[config.mk]
export PLATFORM = sky130hd
export DESIGN_NAME = bcu1_serial_frame_exchange_unit
export DESIGN_NICKNAME = d
export VERILOG_FILES = /design/src/sv/bcu1sfe_pkg.sv /design/src/sv/bcu1sfe_front.sv /design/src/sv/bcu1sfe_queue.sv /design/src/sv/bcu1sfe_back.sv /design/src/sv/bcu1_serial_frame_exchange_unit.sv
export SDC_FILE = /design/constraint.sdc
export NUM_CORES = 1
export LEC_CHECK = 0
export ABC_CLOCK_PERIOD_IN_PS = 3100
export BUFFER_PORTS_ARGS = -buffer_cell sky130_fd_sc_hd__buf_2
export CAP_MARGIN = 20
export CELL_PAD_IN_SITES_DETAIL_PLACEMENT = 1
export CELL_PAD_IN_SITES_GLOBAL_PLACEMENT = 1
export CORE_MARGIN = 3
export CORE_UTILIZATION = 53
export CTS_CLUSTER_SIZE = 40
export DETAILED_ROUTE_END_ITERATION = 16
export PLACE_DENSITY = 0.76
export RECOVER_POWER = 25
export SETUP_SLACK_MARGIN = 0.05
export SYNTH_ARGS = -nofsm -noshare
export SYNTH_HDL_FRONTEND = slang
export SYNTH_SLANG_ARGS = --single-unit
[constraint.sdc]
create_clock -name clk_i -period 3.1 [get_ports clk_i]
set_clock_uncertainty 0.05 [all_clocks]
set_input_delay 0.775 -clock clk_i [delete_from_list [all_inputs] [get_ports clk_i]]
set_output_delay 0.775 -clock clk_i [all_outputs]
set_load 0.02 [all_outputs]
[src/sv/bcu1sfe_pkg.sv]
// Shared types and codes of the serial frame exchange unit.
package bcu1sfe_pkg;

  localparam logic [1:0] ModeQueue = 2'd0;
  localparam logic [1:0] ModePoll  = 2'd1;
  localparam logic [1:0] ModeDone  = 2'd2;

  localparam logic [2:0] KindOk   = 3'd0;
  localparam logic [2:0] KindXchg = 3'd1;
  localparam logic [2:0] KindRxb  = 3'd2;
  localparam logic [2:0] KindSent = 3'd3;
  localparam logic [2:0] KindErr  = 3'd4;
  localparam logic [2:0] KindIdle = 3'd5;

  localparam logic [1:0] FailNone  = 2'd0;
  localparam logic [2:0] ErrNoAck  = 3'd4;

  localparam logic [7:0] ByteIdle  = 8'hff;
  localparam logic [7:0] ByteZero  = 8'h00;
  localparam logic [7:0] HdrFlag   = 8'h20;
  localparam int unsigned LenW     = 5;

  localparam int unsigned QDepth   = 2;
  localparam int unsigned QPtrW    = 1;
  localparam int unsigned QCntW    = 2;

  typedef struct packed {
    logic [1:0] mode;
    logic [7:0] data_byte;
    logic       frame_end;
    logic [1:0] fail;
  } in_t;

  typedef struct packed {
    logic [2:0] kind;
    logic [7:0] tx_byte;
    logic [7:0] rx_byte;
    logic       rx_frame_end;
    logic [2:0] error_code;
    logic       dropped;
    logic       last_result;
  } out_t;

  typedef struct packed {
    out_t res;
    logic two;
  } qent_t;

endpackage

[src/sv/bcu1sfe_front.sv]
// Front part: accepts items, updates the link state and frame buffer, builds results.
module bcu1sfe_front #(
  parameter int unsigned MAX_FRAME = 31
) (
  input  logic                clk_i,
  input  logic                rst_ni,
  input  logic                in_valid_i,
  input  bcu1sfe_pkg::in_t    in_item_i,
  input  logic                q_full_i,
  output logic                in_stall_o,
  output logic                push_o,
  output bcu1sfe_pkg::qent_t  ent_o
);

  localparam int unsigned IdxW = (MAX_FRAME > 1) ? $clog2(MAX_FRAME) : 1;
  localparam logic [bcu1sfe_pkg::LenW-1:0] MaxLen = bcu1sfe_pkg::LenW'(MAX_FRAME);

  typedef enum logic [1:0] {PhIdle, PhHeader, PhSend, PhRecv} phase_e;

  logic [7:0] store_q [MAX_FRAME];

  phase_e                         phase_q, phase_d;
  logic [bcu1sfe_pkg::LenW-1:0]   len_q, len_d;
  logic                           pend_q, pend_d;
  logic [7:0]                     hdr_q, hdr_d;
  logic [bcu1sfe_pkg::LenW-1:0]   pos_q, pos_d;
  logic [bcu1sfe_pkg::LenW-1:0]   rem_q, rem_d;
  logic                           accept;
  logic                           wr_en;
  logic [bcu1sfe_pkg::LenW-1:0]   pos_n;
  logic [bcu1sfe_pkg::LenW-1:0]   rem_n;
  logic [7:0]                     hdr;
  bcu1sfe_pkg::out_t              res;
  logic                           two;

  assign in_stall_o = q_full_i;
  assign accept     = in_valid_i && !q_full_i;
  assign push_o     = accept;
  assign pos_n      = bcu1sfe_pkg::LenW'(pos_q + 1'b1);
  assign rem_n      = bcu1sfe_pkg::LenW'(rem_q - 1'b1);

  always_comb begin
    hdr      = {1'b0, bcu1sfe_pkg::HdrFlag[6:0] | {2'b00, len_q}};
    hdr[7]   = ^hdr[6:0];
    phase_d  = phase_q;
    len_d    = len_q;
    pend_d   = pend_q;
    hdr_d    = hdr_q;
    pos_d    = pos_q;
    rem_d    = rem_q;
    wr_en    = 1'b0;
    two      = 1'b0;
    res      = '0;
    res.kind = bcu1sfe_pkg::KindOk;
    unique case (in_item_i.mode)
      bcu1sfe_pkg::ModeQueue: begin
        if (pend_q) begin
          res.dropped = 1'b1;
        end else begin
          if (len_q < MaxLen) begin
            wr_en = 1'b1;
            len_d = bcu1sfe_pkg::LenW'(len_q + 1'b1);
          end else begin
            res.dropped = 1'b1;
          end
          if (in_item_i.frame_end && (len_d != '0)) begin
            pend_d = 1'b1;
          end
        end
      end
      bcu1sfe_pkg::ModePoll: begin
        if (phase_q == PhIdle) begin
          hdr_d       = pend_q ? hdr : bcu1sfe_pkg::ByteIdle;
          phase_d     = PhHeader;
          res.kind    = bcu1sfe_pkg::KindXchg;
          res.tx_byte = hdr_d;
        end
      end
      bcu1sfe_pkg::ModeDone: begin
        if (phase_q != PhIdle) begin
          if (in_item_i.fail != bcu1sfe_pkg::FailNone) begin
            phase_d        = PhIdle;
            res.kind       = bcu1sfe_pkg::KindErr;
            res.error_code = {1'b0, in_item_i.fail};
          end else begin
            unique case (phase_q)
              PhHeader: begin
                if (in_item_i.data_byte == bcu1sfe_pkg::ByteIdle &&
                    hdr_q != bcu1sfe_pkg::ByteIdle) begin
                  pos_d = '0;
                  if (len_q != '0 && len_q <= MaxLen) begin
                    phase_d     = PhSend;
                    res.kind    = bcu1sfe_pkg::KindXchg;
                    res.tx_byte = store_q[0];
                  end else begin
                    phase_d        = PhIdle;
                    res.kind       = bcu1sfe_pkg::KindErr;
                    res.error_code = bcu1sfe_pkg::ErrNoAck;
                  end
                end else if (in_item_i.data_byte == bcu1sfe_pkg::ByteIdle) begin
                  phase_d  = PhIdle;
                  res.kind = bcu1sfe_pkg::KindIdle;
                end else begin
                  rem_d = in_item_i.data_byte[bcu1sfe_pkg::LenW-1:0];
                  if (rem_d == '0) begin
                    phase_d          = PhIdle;
                    res.kind         = bcu1sfe_pkg::KindRxb;
                    res.rx_frame_end = 1'b1;
                  end else begin
                    phase_d     = PhRecv;
                    res.kind    = bcu1sfe_pkg::KindXchg;
                    res.tx_byte = bcu1sfe_pkg::ByteZero;
                  end
                end
              end
              PhSend: begin
                pos_d = pos_n;
                if (pos_n < len_q && pos_n < MaxLen) begin
                  res.kind    = bcu1sfe_pkg::KindXchg;
                  res.tx_byte = store_q[pos_n[IdxW-1:0]];
                end else begin
                  phase_d = PhIdle;
                  if (in_item_i.data_byte == bcu1sfe_pkg::ByteZero) begin
                    pend_d   = 1'b0;
                    len_d    = '0;
                    res.kind = bcu1sfe_pkg::KindSent;
                  end else begin
                    res.kind       = bcu1sfe_pkg::KindErr;
                    res.error_code = bcu1sfe_pkg::ErrNoAck;
                  end
                end
              end
              PhRecv: begin
                rem_d       = rem_n;
                res.kind    = bcu1sfe_pkg::KindRxb;
                res.rx_byte = in_item_i.data_byte;
                if (rem_n == '0) begin
                  phase_d          = PhIdle;
                  res.rx_frame_end = 1'b1;
                end else begin
                  two = 1'b1;
                end
              end
              PhIdle: begin
              end
            endcase
          end
        end
      end
      default: begin
      end
    endcase
    res.last_result = !two;
    ent_o.res       = res;
    ent_o.two       = two;
  end

  always_ff @(posedge clk_i) begin
    if (accept && wr_en) begin
      store_q[len_q[IdxW-1:0]] <= in_item_i.data_byte;
    end
  end

  always_ff @(posedge clk_i or negedge rst_ni) begin
    if (!rst_ni) begin
      phase_q <= PhIdle;
      len_q   <= '0;
      pend_q  <= 1'b0;
      hdr_q   <= '0;
      pos_q   <= '0;
      rem_q   <= '0;
    end else if (accept) begin
      phase_q <= phase_d;
      len_q   <= len_d;
      pend_q  <= pend_d;
      hdr_q   <= hdr_d;
      pos_q   <= pos_d;
      rem_q   <= rem_d;
    end
  end

  a_len_bound: assert property (@(posedge clk_i) disable iff (!rst_ni)
    len_q <= MaxLen) else $error("frame length beyond buffer");
  a_send_pending: assert property (@(posedge clk_i) disable iff (!rst_ni)
    (phase_q == PhSend) |-> pend_q) else $error("send without pending frame");
  a_recv_count: assert property (@(posedge clk_i) disable iff (!rst_ni)
    (phase_q == PhRecv) |-> (rem_q != '0)) else $error("receive with no bytes left");

endmodule

[src/sv/bcu1sfe_queue.sv]
// Short result queue between the front and back parts.
module bcu1sfe_queue (
  input  logic                clk_i,
  input  logic                rst_ni,
  input  logic                push_i,
  input  bcu1sfe_pkg::qent_t  ent_i,
  input  logic                pop_i,
  output logic                full_o,
  output logic                empty_o,
  output bcu1sfe_pkg::qent_t  head_o
);

  bcu1sfe_pkg::qent_t              mem_q [bcu1sfe_pkg::QDepth];
  logic [bcu1sfe_pkg::QPtrW-1:0]   wptr_q, rptr_q;
  logic [bcu1sfe_pkg::QCntW-1:0]   cnt_q;

  assign full_o  = (cnt_q == bcu1sfe_pkg::QCntW'(bcu1sfe_pkg::QDepth));
  assign empty_o = (cnt_q == '0);
  assign head_o  = mem_q[rptr_q];

  always_ff @(posedge clk_i) begin
    if (push_i) begin
      mem_q[wptr_q] <= ent_i;
    end
  end

  always_ff @(posedge clk_i or negedge rst_ni) begin
    if (!rst_ni) begin
      wptr_q <= '0;
      rptr_q <= '0;
      cnt_q  <= '0;
    end else begin
      if (push_i) begin
        wptr_q <= wptr_q + 1'b1;
      end
      if (pop_i) begin
        rptr_q <= rptr_q + 1'b1;
      end
      cnt_q <= bcu1sfe_pkg::QCntW'(cnt_q + push_i - pop_i);
    end
  end

  a_no_overflow: assert property (@(posedge clk_i) disable iff (!rst_ni)
    push_i |-> !full_o) else $error("push into full queue");
  a_no_underflow: assert property (@(posedge clk_i) disable iff (!rst_ni)
    pop_i |-> !empty_o) else $error("pop from empty queue");
  a_count_bound: assert property (@(posedge clk_i) disable iff (!rst_ni)
    cnt_q <= bcu1sfe_pkg::QCntW'(bcu1sfe_pkg::QDepth)) else $error("queue count too large");

endmodule

[src/sv/bcu1sfe_back.sv]
// Back part: delivers queued results, expanding an entry into its follow-up request.
module bcu1sfe_back (
  input  logic                clk_i,
  input  logic                rst_ni,
  input  logic                empty_i,
  input  bcu1sfe_pkg::qent_t  head_i,
  input  logic                out_stall_i,
  output logic                pop_o,
  output logic                out_valid_o,
  output bcu1sfe_pkg::out_t   out_item_o
);

  logic              sel_q;
  logic              take;
  bcu1sfe_pkg::out_t follow;

  always_comb begin
    follow             = '0;
    follow.kind        = bcu1sfe_pkg::KindXchg;
    follow.tx_byte     = bcu1sfe_pkg::ByteZero;
    follow.last_result = 1'b1;
  end

  assign out_valid_o = !empty_i;
  assign out_item_o  = sel_q ? follow : head_i.res;
  assign take        = out_valid_o && !out_stall_i;
  assign pop_o       = take && (sel_q || !head_i.two);

  always_ff @(posedge clk_i or negedge rst_ni) begin
    if (!rst_ni) begin
      sel_q <= 1'b0;
    end else if (take) begin
      sel_q <= head_i.two && !sel_q;
    end
  end

endmodule

[src/sv/bcu1_serial_frame_exchange_unit.sv]
// Top level of the serial frame exchange unit: front, result queue and back.
// The first result of an item is written into the queue when accepted and offered from its head.
// Throughput: one item per cycle while the queue has room; two results of an item leave in turn.
// The two-entry queue sets the input stall; the back delivers one result a cycle unless stalled.
// Reset clears the link state, frame length, pending flag and queue; the frame buffer is not cleared.
module bcu1_serial_frame_exchange_unit #(
  parameter int unsigned MAX_FRAME = 31
) (
  input  logic               clk_i,
  input  logic               rst_ni,
  input  logic               in_valid_i,
  output logic               in_stall_o,
  input  bcu1sfe_pkg::in_t   in_item_i,
  output logic               out_valid_o,
  input  logic               out_stall_i,
  output bcu1sfe_pkg::out_t  out_item_o
);

  logic               push;
  logic               pop;
  logic               full;
  logic               empty;
  bcu1sfe_pkg::qent_t ent;
  bcu1sfe_pkg::qent_t head;

  bcu1sfe_front #(
    .MAX_FRAME(MAX_FRAME)
  ) u_front (
    .clk_i      (clk_i),
    .rst_ni     (rst_ni),
    .in_valid_i (in_valid_i),
    .in_item_i  (in_item_i),
    .q_full_i   (full),
    .in_stall_o (in_stall_o),
    .push_o     (push),
    .ent_o      (ent)
  );

  bcu1sfe_queue u_queue (
    .clk_i   (clk_i),
    .rst_ni  (rst_ni),
    .push_i  (push),
    .ent_i   (ent),
    .pop_i   (pop),
    .full_o  (full),
    .empty_o (empty),
    .head_o  (head)
  );

  bcu1sfe_back u_back (
    .clk_i       (clk_i),
    .rst_ni      (rst_ni),
    .empty_i     (empty),
    .head_i      (head),
    .out_stall_i (out_stall_i),
    .pop_o       (pop),
    .out_valid_o (out_valid_o),
    .out_item_o  (out_item_o)
  );

endmodule

---- Word-level counts from Yosys, hierarchy flattened ----
Memory sizes are Yosys's and may differ from the RTL's.
Cells that the tools add are included.
storage, ports and cells
  register bits after elaboration ......... 31
  output and inout bits ................... 27
  memories kept ........................... 2
  bits of input ports ..................... 17
  memory bits (writable) .................. 300
memory list
  memory           depth  bits a word  rd ports  clocked after Yosys merged registers in  wr ports  line                 text
  u_front.store_q  31     8            2         0                                        1         bcu1sfe_front.sv:20  logic [7:0] store_q [MAX_FRAME];
  u_queue.mem_q    2      26           1         0                                        1         bcu1sfe_queue.sv:13  bcu1sfe_pkg::qent_t mem_q [bcu1sfe_pkg::QDepth];
operators by class
  equality and inequality tests ........... 21
  magnitude comparators ................... 4
  add/sub/neg operators ................... 7
  multiplexer cells ....................... 79
  reductions and logical operators ........ 37
  bitwise gates (word level) .............. 1
operators by type and width
  cell                                          count
  2-to-1 mux 5 bit                              12
  2-to-1 mux 8 bit                              4
  2-to-1 mux 3 bit                              10
  case mux 5 bit (2 select lines)               3
  2-to-1 mux 1 bit                              26
  2-to-1 mux 25 bit                             1
  2-to-1 mux 23 bit                             1
  case mux 11 bit (2 select lines)              1
  AND reduction 7 bit                           3
  2-to-1 mux 2 bit                              10
  2-to-1 mux 17 bit                             1
  case mux 8 bit (2 select lines)               1
  2-to-1 mux 12 bit                             1
  inequality test 2 bit, second input constant  6
  nonzero test 2 bit                            6
  2-to-1 mux 11 bit                             1
  adder 5 x 1 -> 5 bit, second input constant   2
  logical NOT 5 bit                             2
  < comparator 5 bit, second input constant     2
  nonzero test 5 bit                            2
  logical AND 1 bit                             9
  2-to-1 mux 9 bit                              1
  case mux 3 bit (3 select lines)               1
  equality test 2 bit, second input constant    4
  26 further kinds                              39

---- Longest topological paths before layout ----
Gate-level depths: netlist of the first run.
  word-level depth ........................ 9
  depth in mapped cells ................... 11
  depth with buffers taken out ............ 11

---- Modules after synthesis ----
From an unflattened synthesis of the first run, not the netlist that was laid out.
second synthesis, totals
  cell total of the unflattened synthesis .. 928
  area total of the unflattened synthesis .. 14437.6 um2
by module, submodules not included
  module         sequential area each (um2)  instances  cells an instance  area an instance (um2)
  bcu1sfe_front  8097.8                      1          799                12025.3
  bcu1sfe_queue  1661.6                      1          96                 2173.3
  bcu1sfe_back   25.0                        1          33                 239.0

---- Worst setup path after synthesis of the first run ----
OpenSTA, ideal clock, no wires.
  path type ............................... reg2reg
  from .................................... reg u_front.pos_q[1] (netlist bit)
  to ...................................... mem u_queue.mem_q[0][15] (netlist bit), data pin
  setup time .............................. 0.265 ns
  cell stages (with the launch flop) ...... 12
  data arrival time ....................... 2.483 ns
  data required time ...................... 2.785 ns
  clock period less this slack ............ 2.797 ns
  path slack .............................. 0.303 ns
  cells stage by stage .................... dfrtp_1 ha_1 xnor2_4 clkinv_4 clkbuf_8 ha_1 o21ai_0 o21ai_0 a211oi_2 nand2_1 nor2_2 a221o_1
RTL lines
  item                      line                  text
  start: declaration        bcu1sfe_front.sv:26   logic [bcu1sfe_pkg::LenW-1:0] pos_q, pos_d;
  start signal: assignment  bcu1sfe_front.sv:177  pos_q <= pos_d;
  end: declaration          bcu1sfe_queue.sv:13

---- Final worst setup path of the first run ----
  from .................................... reg u_front.len_q[4] (netlist bit)
  to ...................................... mem u_front.store_q[6][5] (enable)
between the ends
  cells in the longest elaborated chain, start to end .. 7
RTL lines
  item                                    line                  text
  start: declaration                      bcu1sfe_front.sv:23   logic [bcu1sfe_pkg::LenW-1:0] len_q, len_d;
  start signal: assignment                bcu1sfe_front.sv:174  len_q <= len_d;
  < comparator 5 bit                      bcu1sfe_front.sv:60   if (len_q < MaxLen) begin
  2-to-1 mux 1 bit                        bcu1sfe_front.sv:60
  2-to-1 mux 1 bit                        bcu1sfe_front.sv:57   if (pend_q) begin
  2-to-1 mux 1 bit                        bcu1sfe_front.sv:55   unique case (in_item_i.mode)
  logical AND 1 bit                       bcu1sfe_front.sv:159  if (accept && wr_en) begin
  2-to-1 mux 1 bit                        bcu1sfe_front.sv:159
  2-to-1 mux 1 bit (not written as such)  bcu1sfe_front.sv:160  store_q[len_q[IdxW-1:0]] <= in_item_i.data_byte;
  end: declaration                        bcu1sfe_front.sv:20
Several ways; a longest one is shown, not always the timed one.

==> results.py, run 1 <==
metrics = {
    "critical_path": {
        "cp-start-kind": "flop",
        "critPathMaxStageDelay_ns": 0.53,
        "cp.arrival_ns": 3.08,
        "worst-setup-path-type": "reg2reg",
        "cp_data_required_time_ns": 3.26,
        "reg2reg_to": "u_front.store_q[6][5]",
        "path_delay_family": "simple AND/OR/NAND/NOR gates",
        "r2r_start": "u_front.len_q[4]",
        "reg2reg_depth": 7,
        "crit_path_top_delay_cell": "dfrtp_1",
        "ff2ff_setup_slack_ns": 0.18,
        "path_max_fanout": 12,
        "path_cells": "nand3_1 > nor2_1 > nor4b_1 > buf_4 > nand2_1 > nor2_1 > buf_4",
        "path_buf_inv": 2,
        "cp-end-kind": "flop",
    },
    "synthesis": {
        "yosys.area.top_type_share": 0.625,
        "yosysTopAreaCell": "edfxtp_1",
        "synthCells": 886,
        "synth.distinct_cells": 75,
        "synthesis.nets": 926,
        "synth_edf_count": 300,
        "syn_area_sq_um": 14400,
        "seq_area_frac_synth": 0.679,
        "synth_area_leaders": "edfxtp_1, mux4_2, dfrtp_1, mux2i_1, mux4_1",
        "async_flop_share": 0.0937,
        "yosysWarnings": 0,
        "avgSynthCellArea_sq_um": 16.3,
        "yosys_register_bits": 331,
        "ys.flop_type": "edfxtp_1",
    },
    "sta": {
        "setup_viol": 0,
        "min_period_ns": 2.92,
        "timing.final.crit_share": 0.942,
        "relSlewSlack": -0.319,
        "fmax_ghz": 0.342,
        "finalSetupTns_ns": 0,
        "finalHoldViolCount": 0,
        "drv_slew": 131,
        "tightest_slew_ns": 1.98,
        "rsz0062_at_grt": "no",
    },
    "drt": {
        "drc_errors": 0,
        "vias": 8476,
        "vias_per_cell": 6.27,
        "wirelength_mm": 37.8,
        "wl_per_cell_microns": 28.0,
        "ant_nets": 0,
        "dr.pass1.iters": 5,
        "drtIter0Drc": 819,
    },
    "grt": {
        "grt_pass1_wl_mm": 57.0,
        "grtUsageTotal": 0.262,
        "use_met2": 0.455,
        "met3_usage": 0.0416,
        "grt_overflow": 0,
        "grt_pass1_vias": 9084,
        "grt.met1_usage": 0.351,
        "antenna_found_initial": 0,
        "busiest_layer": "met2",
        "grt_max_degree": 52,
    },
    "min_path": {
        "holdPathEnd": "u_front.hdr_q[5]",
        "holdPathStages": 1,
        "min_path_type": "reg2reg",
        "hp-start": "u_front.hdr_q[5]",
    },
    "cts": {
        "cts_tree": "yes",
        "clkTransAtPathRegs_ns": 0.06,
        "clock_sinks": 331,
        "numCtsBuffers": 35,
        "insertion_delay_ns": 0.53,
        "htreeDepth": 2,
        "clockBufferDepth": 3,
        "root_buffer": "clkbuf_16",
    },
    "floorplan": {
        "fp-row-count": 59,
        "ios": 44,
        "die-area_sq_um": 29200,
        "initial_core_util": 0.547,
        "die_h_microns": 171,
        "core_sq_um": 26400,
        "dieWidth_microns": 171,
    },
    "finish": {
        "syn2layout_area_growth_pct": 13.8,
        "fin_area_sq_um": 16400,
        "drive_gt1_frac": 0.210,
        "nets": 1031,
        "antenna_cells": 0,
    },
    "placement": {
        "io_buffers": 43,
        "gp_congestion": 0.899,
        "place_area_sq_um": 15300,
        "hpwl_mm": 24.8,
    },
    "pwr": {
        "leakagePower_nw": 5.63,
        "powerDensity_nw_per_um2": 710,
        "vdd_drop_max_mv": 0.590,
    },
    "outcome": {
        "violations": "capacitance limit, slew limit",
        "status": "finished, violations left",
    },
    "run": {
        "cap_violations": 4,
    },
}
## stage by stage
stage | std cells | hold slack, ns | util | power [W] | setup slack (ns)
final | 1351 | 0.430 | 0.622 | 0.0116 | 0.179
after global routing | 1351 | 0.436 | 0.622 | 0.0121 | 0.0881
after CTS | 1350 | 0.317 | 0.622 | 0.0117 | 0.124
after detailed placement | 1288 | 0.411 | 0.580 | 0.00759 | 0.0748
after global placement | 1288 | 0.404 | 0.580 | 0.00747 | 0.210
after floorplan | 886 | 0.385 | - | 0.00683 | 0.303
## placed cells by master, fill, tap and decap left out, types with 5 or more instances in the layout
master,Yosys,layout
a21oi_1,9,9
a221o_1,8,8
a221oi_1,8,7
a32o_1,8,8
and2_1,6,6
and3_1,13,13
buf_2,6,35
buf_4,4,56
clkbuf_1,14,19
clkbuf_16,0,35
clkinv_1,0,6
clkinv_2,0,6
dfrtp_1,31,30
edfxtp_1,300,300
ha_1,23,22
inv_1,29,29
mux2i_1,51,51
mux4_1,15,15
mux4_2,41,41
nand2_1,71,71
nand3_1,14,14
nand4_1,5,5
nor2_1,79,78
nor2b_1,11,11
o211ai_1,11,11
o21ai_0,33,33
o22ai_1,5,5
xnor2_1,9,8
## where the power goes
part           leakage, nW  internal (W)  switching [W]  total [W]
sequential            3.10       0.00521       0.000289    0.00550
clock                0.545       0.00239        0.00172    0.00411
combinational         1.98      0.000691        0.00133    0.00202
total                 5.63       0.00829        0.00334     0.0116
## logic make-up (layout without fill, tap and decap cells)
logic type / Yosys count / in the layout / share of synthesized area
buffers and inverters: 71 / 201 / 0.0291
AOI/OAI and AO/OA: 116 / 116 / 0.0619
adders and majority gates: 23 / 23 / 0.0200
DFF: 331 / 331 / 0.679
xor gates and xnor gates: 12 / 12 / 0.00860
and+or+nand+nor: 224 / 224 / 0.0729
muxes: 109 / 109 / 0.128
## worst max-delay path by stage
stage | from | to | slack (ns) | cells after the start
2_1_floorplan | u_front.pos_q[1] | u_queue.mem_q[0][15] | 0.30 | 11
3_3_place_gp | u_front.pos_q[0] | u_queue.mem_q[0][22] | 0.21 | 11
3_5_place_dp | in_item_i[11] | u_front.store_q[6][2] | 0.07 | 8
4_1_cts | u_front.pos_q[0] | u_queue.mem_q[1][18] | 0.12 | 11
5_1_grt | u_front.len_q[4] | u_front.store_q[6][7] | 0.09 | 7
6_report | u_front.len_q[4] | u_front.store_q[6][5] | 0.18 | 7
## layout make-up
type | instances | area, sq um
tap | 335 | 419
timing repair buffer | 109 | 712
clock inverter | 21 | 203
fill | 2369 | 9950
sequential | 331 | 9790
multi-input combinational | 484 | 4240
inverter | 30 | 118
clock buffer | 41 | 918
## sequential cells by signal (all words and copies together) (netlist names)
signal / cells
u_front.store_q: 248
u_queue.mem_q: 52
u_front.hdr_q: 8
u_front.len_q: 5
u_front.pos_q: 5
u_front.rem_q: 5
u_front.phase_q: 2
u_queue.cnt_q: 2
u_back.sel_q: 1
u_front.pend_q: 1
u_queue.rptr_q: 1
u_queue.wptr_q: 1
## per-layer routing
metal	vias to the layer above	wire length, microns
met2	305	19500
li1	3667	-
met1	4459	15500
met5	-	0
met4	0	743
met3	45	2110
## what timing repair did
action / in CTS / in global routing
hold buffers: 0 / 0
setup buffers: 0 / 1
resized for setup: 0 / 5
endpoints found under the setup margin: 0 / 27
## synthesized netlist by cell type (all sizes together) (3+ instances only)
cell type and number:
inv 29, ha 23, nor2b 11, edfxtp 300, a21oi 9, dfrtp 31, nand3 14, nor2 80
a221oi 8, a211oi 5, a32o 8, mux2i 51, nor3 4, o211ai 11, nand4 5, mux4 56
o22ai 6, nand2 71, a221o 8, a31oi 4, o21a 3, buf 22, clkbuf 18, nor4 3
a21o 3, xnor2 10, and2 6, o21ai 34, and3 13
Note: power is estimated with default switching activity, not from simulation.
==> run 2: changes to the inputs <==
--- a/config.mk
+++ b/config.mk
@@ -5,16 +5,17 @@
 export SDC_FILE = /design/constraint.sdc
 export NUM_CORES = 1
 export LEC_CHECK = 0
+export ABC_AREA = 1
 export ABC_CLOCK_PERIOD_IN_PS = 3100
 export BUFFER_PORTS_ARGS = -buffer_cell sky130_fd_sc_hd__buf_2
 export CAP_MARGIN = 20
 export CELL_PAD_IN_SITES_DETAIL_PLACEMENT = 1
 export CELL_PAD_IN_SITES_GLOBAL_PLACEMENT = 1
 export CORE_MARGIN = 3
-export CORE_UTILIZATION = 53
+export CORE_UTILIZATION = 50
 export CTS_CLUSTER_SIZE = 40
 export DETAILED_ROUTE_END_ITERATION = 16
-export PLACE_DENSITY = 0.76
+export PLACE_DENSITY = 0.77
 export RECOVER_POWER = 25
 export SETUP_SLACK_MARGIN = 0.05
 export SYNTH_ARGS = -nofsm -noshare
==> results.py, run 2 <==
metrics = {
    "grt": {
        "antenna_found_initial": 0,
        "grt_max_degree": 49,
        "grtUsageTotal": 0.277,
        "grt_overflow": 0,
        "grt_pass1_vias": 11500,
        "grt_pass1_wl_mm": 66.4,
    },
    "drt": {
        "vias_per_cell": 5.69,
        "drc_errors": 0,
        "drtIter0Drc": 1091,
        "vias": 11000,
        "ant_nets": 0,
        "dr.pass1.iters": 5,
        "wl_per_cell_microns": 22.4,
        "wirelength_mm": 43.1,
    },
    "sta": {
        "min_period_ns": 2.79,
        "tightest_slew_ns": 2.05,
        "finalHoldViolCount": 0,
        "rsz0062_at_grt": "no",
        "timing.final.crit_share": 0.899,
        "drv_slew": 195,
        "whs_ns": 0.436,
        "relSlewSlack": -0.365,
        "fmax_ghz": 0.359,
        "setup_viol": 0,
        "finalSetupTns_ns": 0,
    },
    "finish": {
        "fin_area_sq_um": 16800,
        "syn2layout_area_growth_pct": 14.0,
        "nets": 1557,
        "finalNonFillerCells": 1927,
        "final_common_cell": "nand2_1",
        "nFillCells": 3139,
        "final_cell_mix": "nand2_1, edfxtp_1, nand3_1, nor2_1, buf_4",
        "largest_reg_flops": 248,
        "drive_gt1_frac": 0.126,
        "antenna_cells": 0,
    },
    "synthesis": {
        "async_flop_share": 0.0937,
        "synth_edf_count": 300,
        "yosys_register_bits": 331,
        "seq_area_frac_synth": 0.663,
        "synthTopCellsByCount": "nand2_1, edfxtp_1, nand3_1",
        "syn_area_sq_um": 14800,
        "yosys.area.top_type_share": 0.610,
        "yosysTopAreaCell": "edfxtp_1",
        "yosysWarnings": 0,
        "avgSynthCellArea_sq_um": 10.4,
        "ys.flop_type": "edfxtp_1",
        "synth.distinct_cells": 33,
        "synthesis.nets": 1466,
        "synth_area_leaders": "edfxtp_1, nand2_1, nand3_1, dfrtp_1, nor2_1",
        "synthCells": 1426,
        "synth.most_common_cell": "nand2_1",
    },
    "placement": {
        "hpwl_mm": 28.7,
        "gp_congestion": 0.874,
        "place_area_sq_um": 15700,
        "io_buffers": 43,
        "place_inst": 1862,
    },
    "run": {
        "cap_violations": 6,
    },
    "floorplan": {
        "fp-row-count": 62,
        "die_h_microns": 178,
        "die-area_sq_um": 31600,
        "dieWidth_microns": 178,
        "initial_core_util": 0.510,
        "ios": 44,
        "core_sq_um": 28900,
    },
    "cts": {
        "insertion_delay_ns": 0.53,
        "cts_tree": "yes",
        "htreeDepth": 2,
        "clkTransAtPathRegs_ns": 0.06,
        "numCtsBuffers": 37,
        "clock_sinks": 331,
        "root_buffer": "clkbuf_16",
        "clockBufferDepth": 3,
    },
    "critical_path": {
        "ff2ff_setup_slack_ns": 0.31,
        "crit_path_top_delay_cell": "dfrtp_4",
        "path_max_fanout": 9,
        "cp-end-kind": "flop",
        "cp.arrival_ns": 3.10,
        "crit_top_cell": "nand2_1",
        "path_delay_family": "simple AND/OR/NAND/NOR gates",
        "cp_data_required_time_ns": 3.41,
        "worst-setup-path-type": "reg2reg",
        "critPathMaxStageDelay_ns": 0.53,
        "cp-start-kind": "flop",
        "path_cells": "ha_2 > nand3_1 > nand2_1 > nand2_2 > inv_1 > ha_1 > a21oi_1 > o21ai_0 > nor2_2 > nand2_4 > nor2_8 > nand3_1 > nand2_1 > nand2_1 > nand2_1",
        "path_buf_inv": 1,
    },
    "outcome": {
        "violations": "capacitance limit, slew limit",
        "status": "finished, violations left",
    },
    "pwr": {
        "vdd_drop_max_mv": 0.506,
        "leakagePower_nw": 6.68,
        "powerDensity_nw_per_um2": 708,
    },
    "min_path": {
        "min_path_type": "reg2reg",
    },
}
## run 2: cell count changes in the layout (fill, tap and decap cells not counted), sizes merged, moves of 11 or more
cell	change
nor2	+37
and3	-12
nand2	+437
o21ai	+20
inv	+41
mux2i	-51
nor2b	-11
nand3	+184
mux4	-56
## run 2: worst paths after layout
kind | start | end | cells past startpoint
worst max-delay path | u_front.pos_q[0] | u_queue.mem_q[0][18] | 15
worst min-delay path | u_front.hdr_q[5] | u_front.hdr_q[5] | 1
worst max register to register | u_front.pos_q[0] | u_queue.mem_q[0][18] | 15
worst min register to register | u_front.hdr_q[5] | u_front.hdr_q[5] | 1
max in group asynchronous | rst_ni | u_front.pos_q[0] | 1
min in group asynchronous | rst_ni | u_queue.rptr_q | 1
## run 2: cell families (layout without fill, tap and decap cells)
kind of cell / after synthesis / after routing / synth area share
xor gates and xnor gates: 9 / 9 / 0.00534
buffers and inverters: 136 / 253 / 0.0405
AOI/OAI and AO/OA: 74 / 74 / 0.0264
DFF: 331 / 331 / 0.663
adders and majority gates: 23 / 23 / 0.0195
and+or+nand+nor: 853 / 853 / 0.246
## run 2: layer usage
layer	track usage	up-vias	wire length (microns)
li1	-	5004	-
met1	0.379	5520	18500
met2	0.456	353	20800
met3	0.0402	84	2510
met4	0.0920	0	1340
met5	0	-	0
## run 2: area by class of cell
type                       instances  area, sq um  share of cell area
clock buffer                      45          998              0.0593
clock inverter                    20          158             0.00937
inverter                          74          287              0.0170
multi-input combinational        959         4390               0.261
sequential                       331         9790               0.582
tap                              384          480              0.0286
timing repair buffer             114          724              0.0430
## run 2: power by group
part           leakage [nW]  internal [W]  switching (W)
clock                 0.570       0.00246        0.00175
combinational          3.02      0.000637        0.00165
sequential             3.09       0.00523       0.000195
total                  6.68       0.00832        0.00360
## run 2: what timing repair did
item,4_1_cts,5_1_grt
gates resized for setup,0,2
hold buffers,0,0
setup endpoints to repair,0,10
setup buffers,0,0
## run 2: through the flow
step / total power [W] / worst slack, ns / utilization
after floorplan: 0.00693 / 0.450 / -
after global placement: 0.00766 / 0.345 / 0.543
after detailed placement: 0.00777 / 0.358 / 0.543
after CTS: 0.0120 / 0.0904 / 0.583
after global routing: 0.0125 / 0.126 / 0.582
final: 0.0119 / 0.314 / 0.582
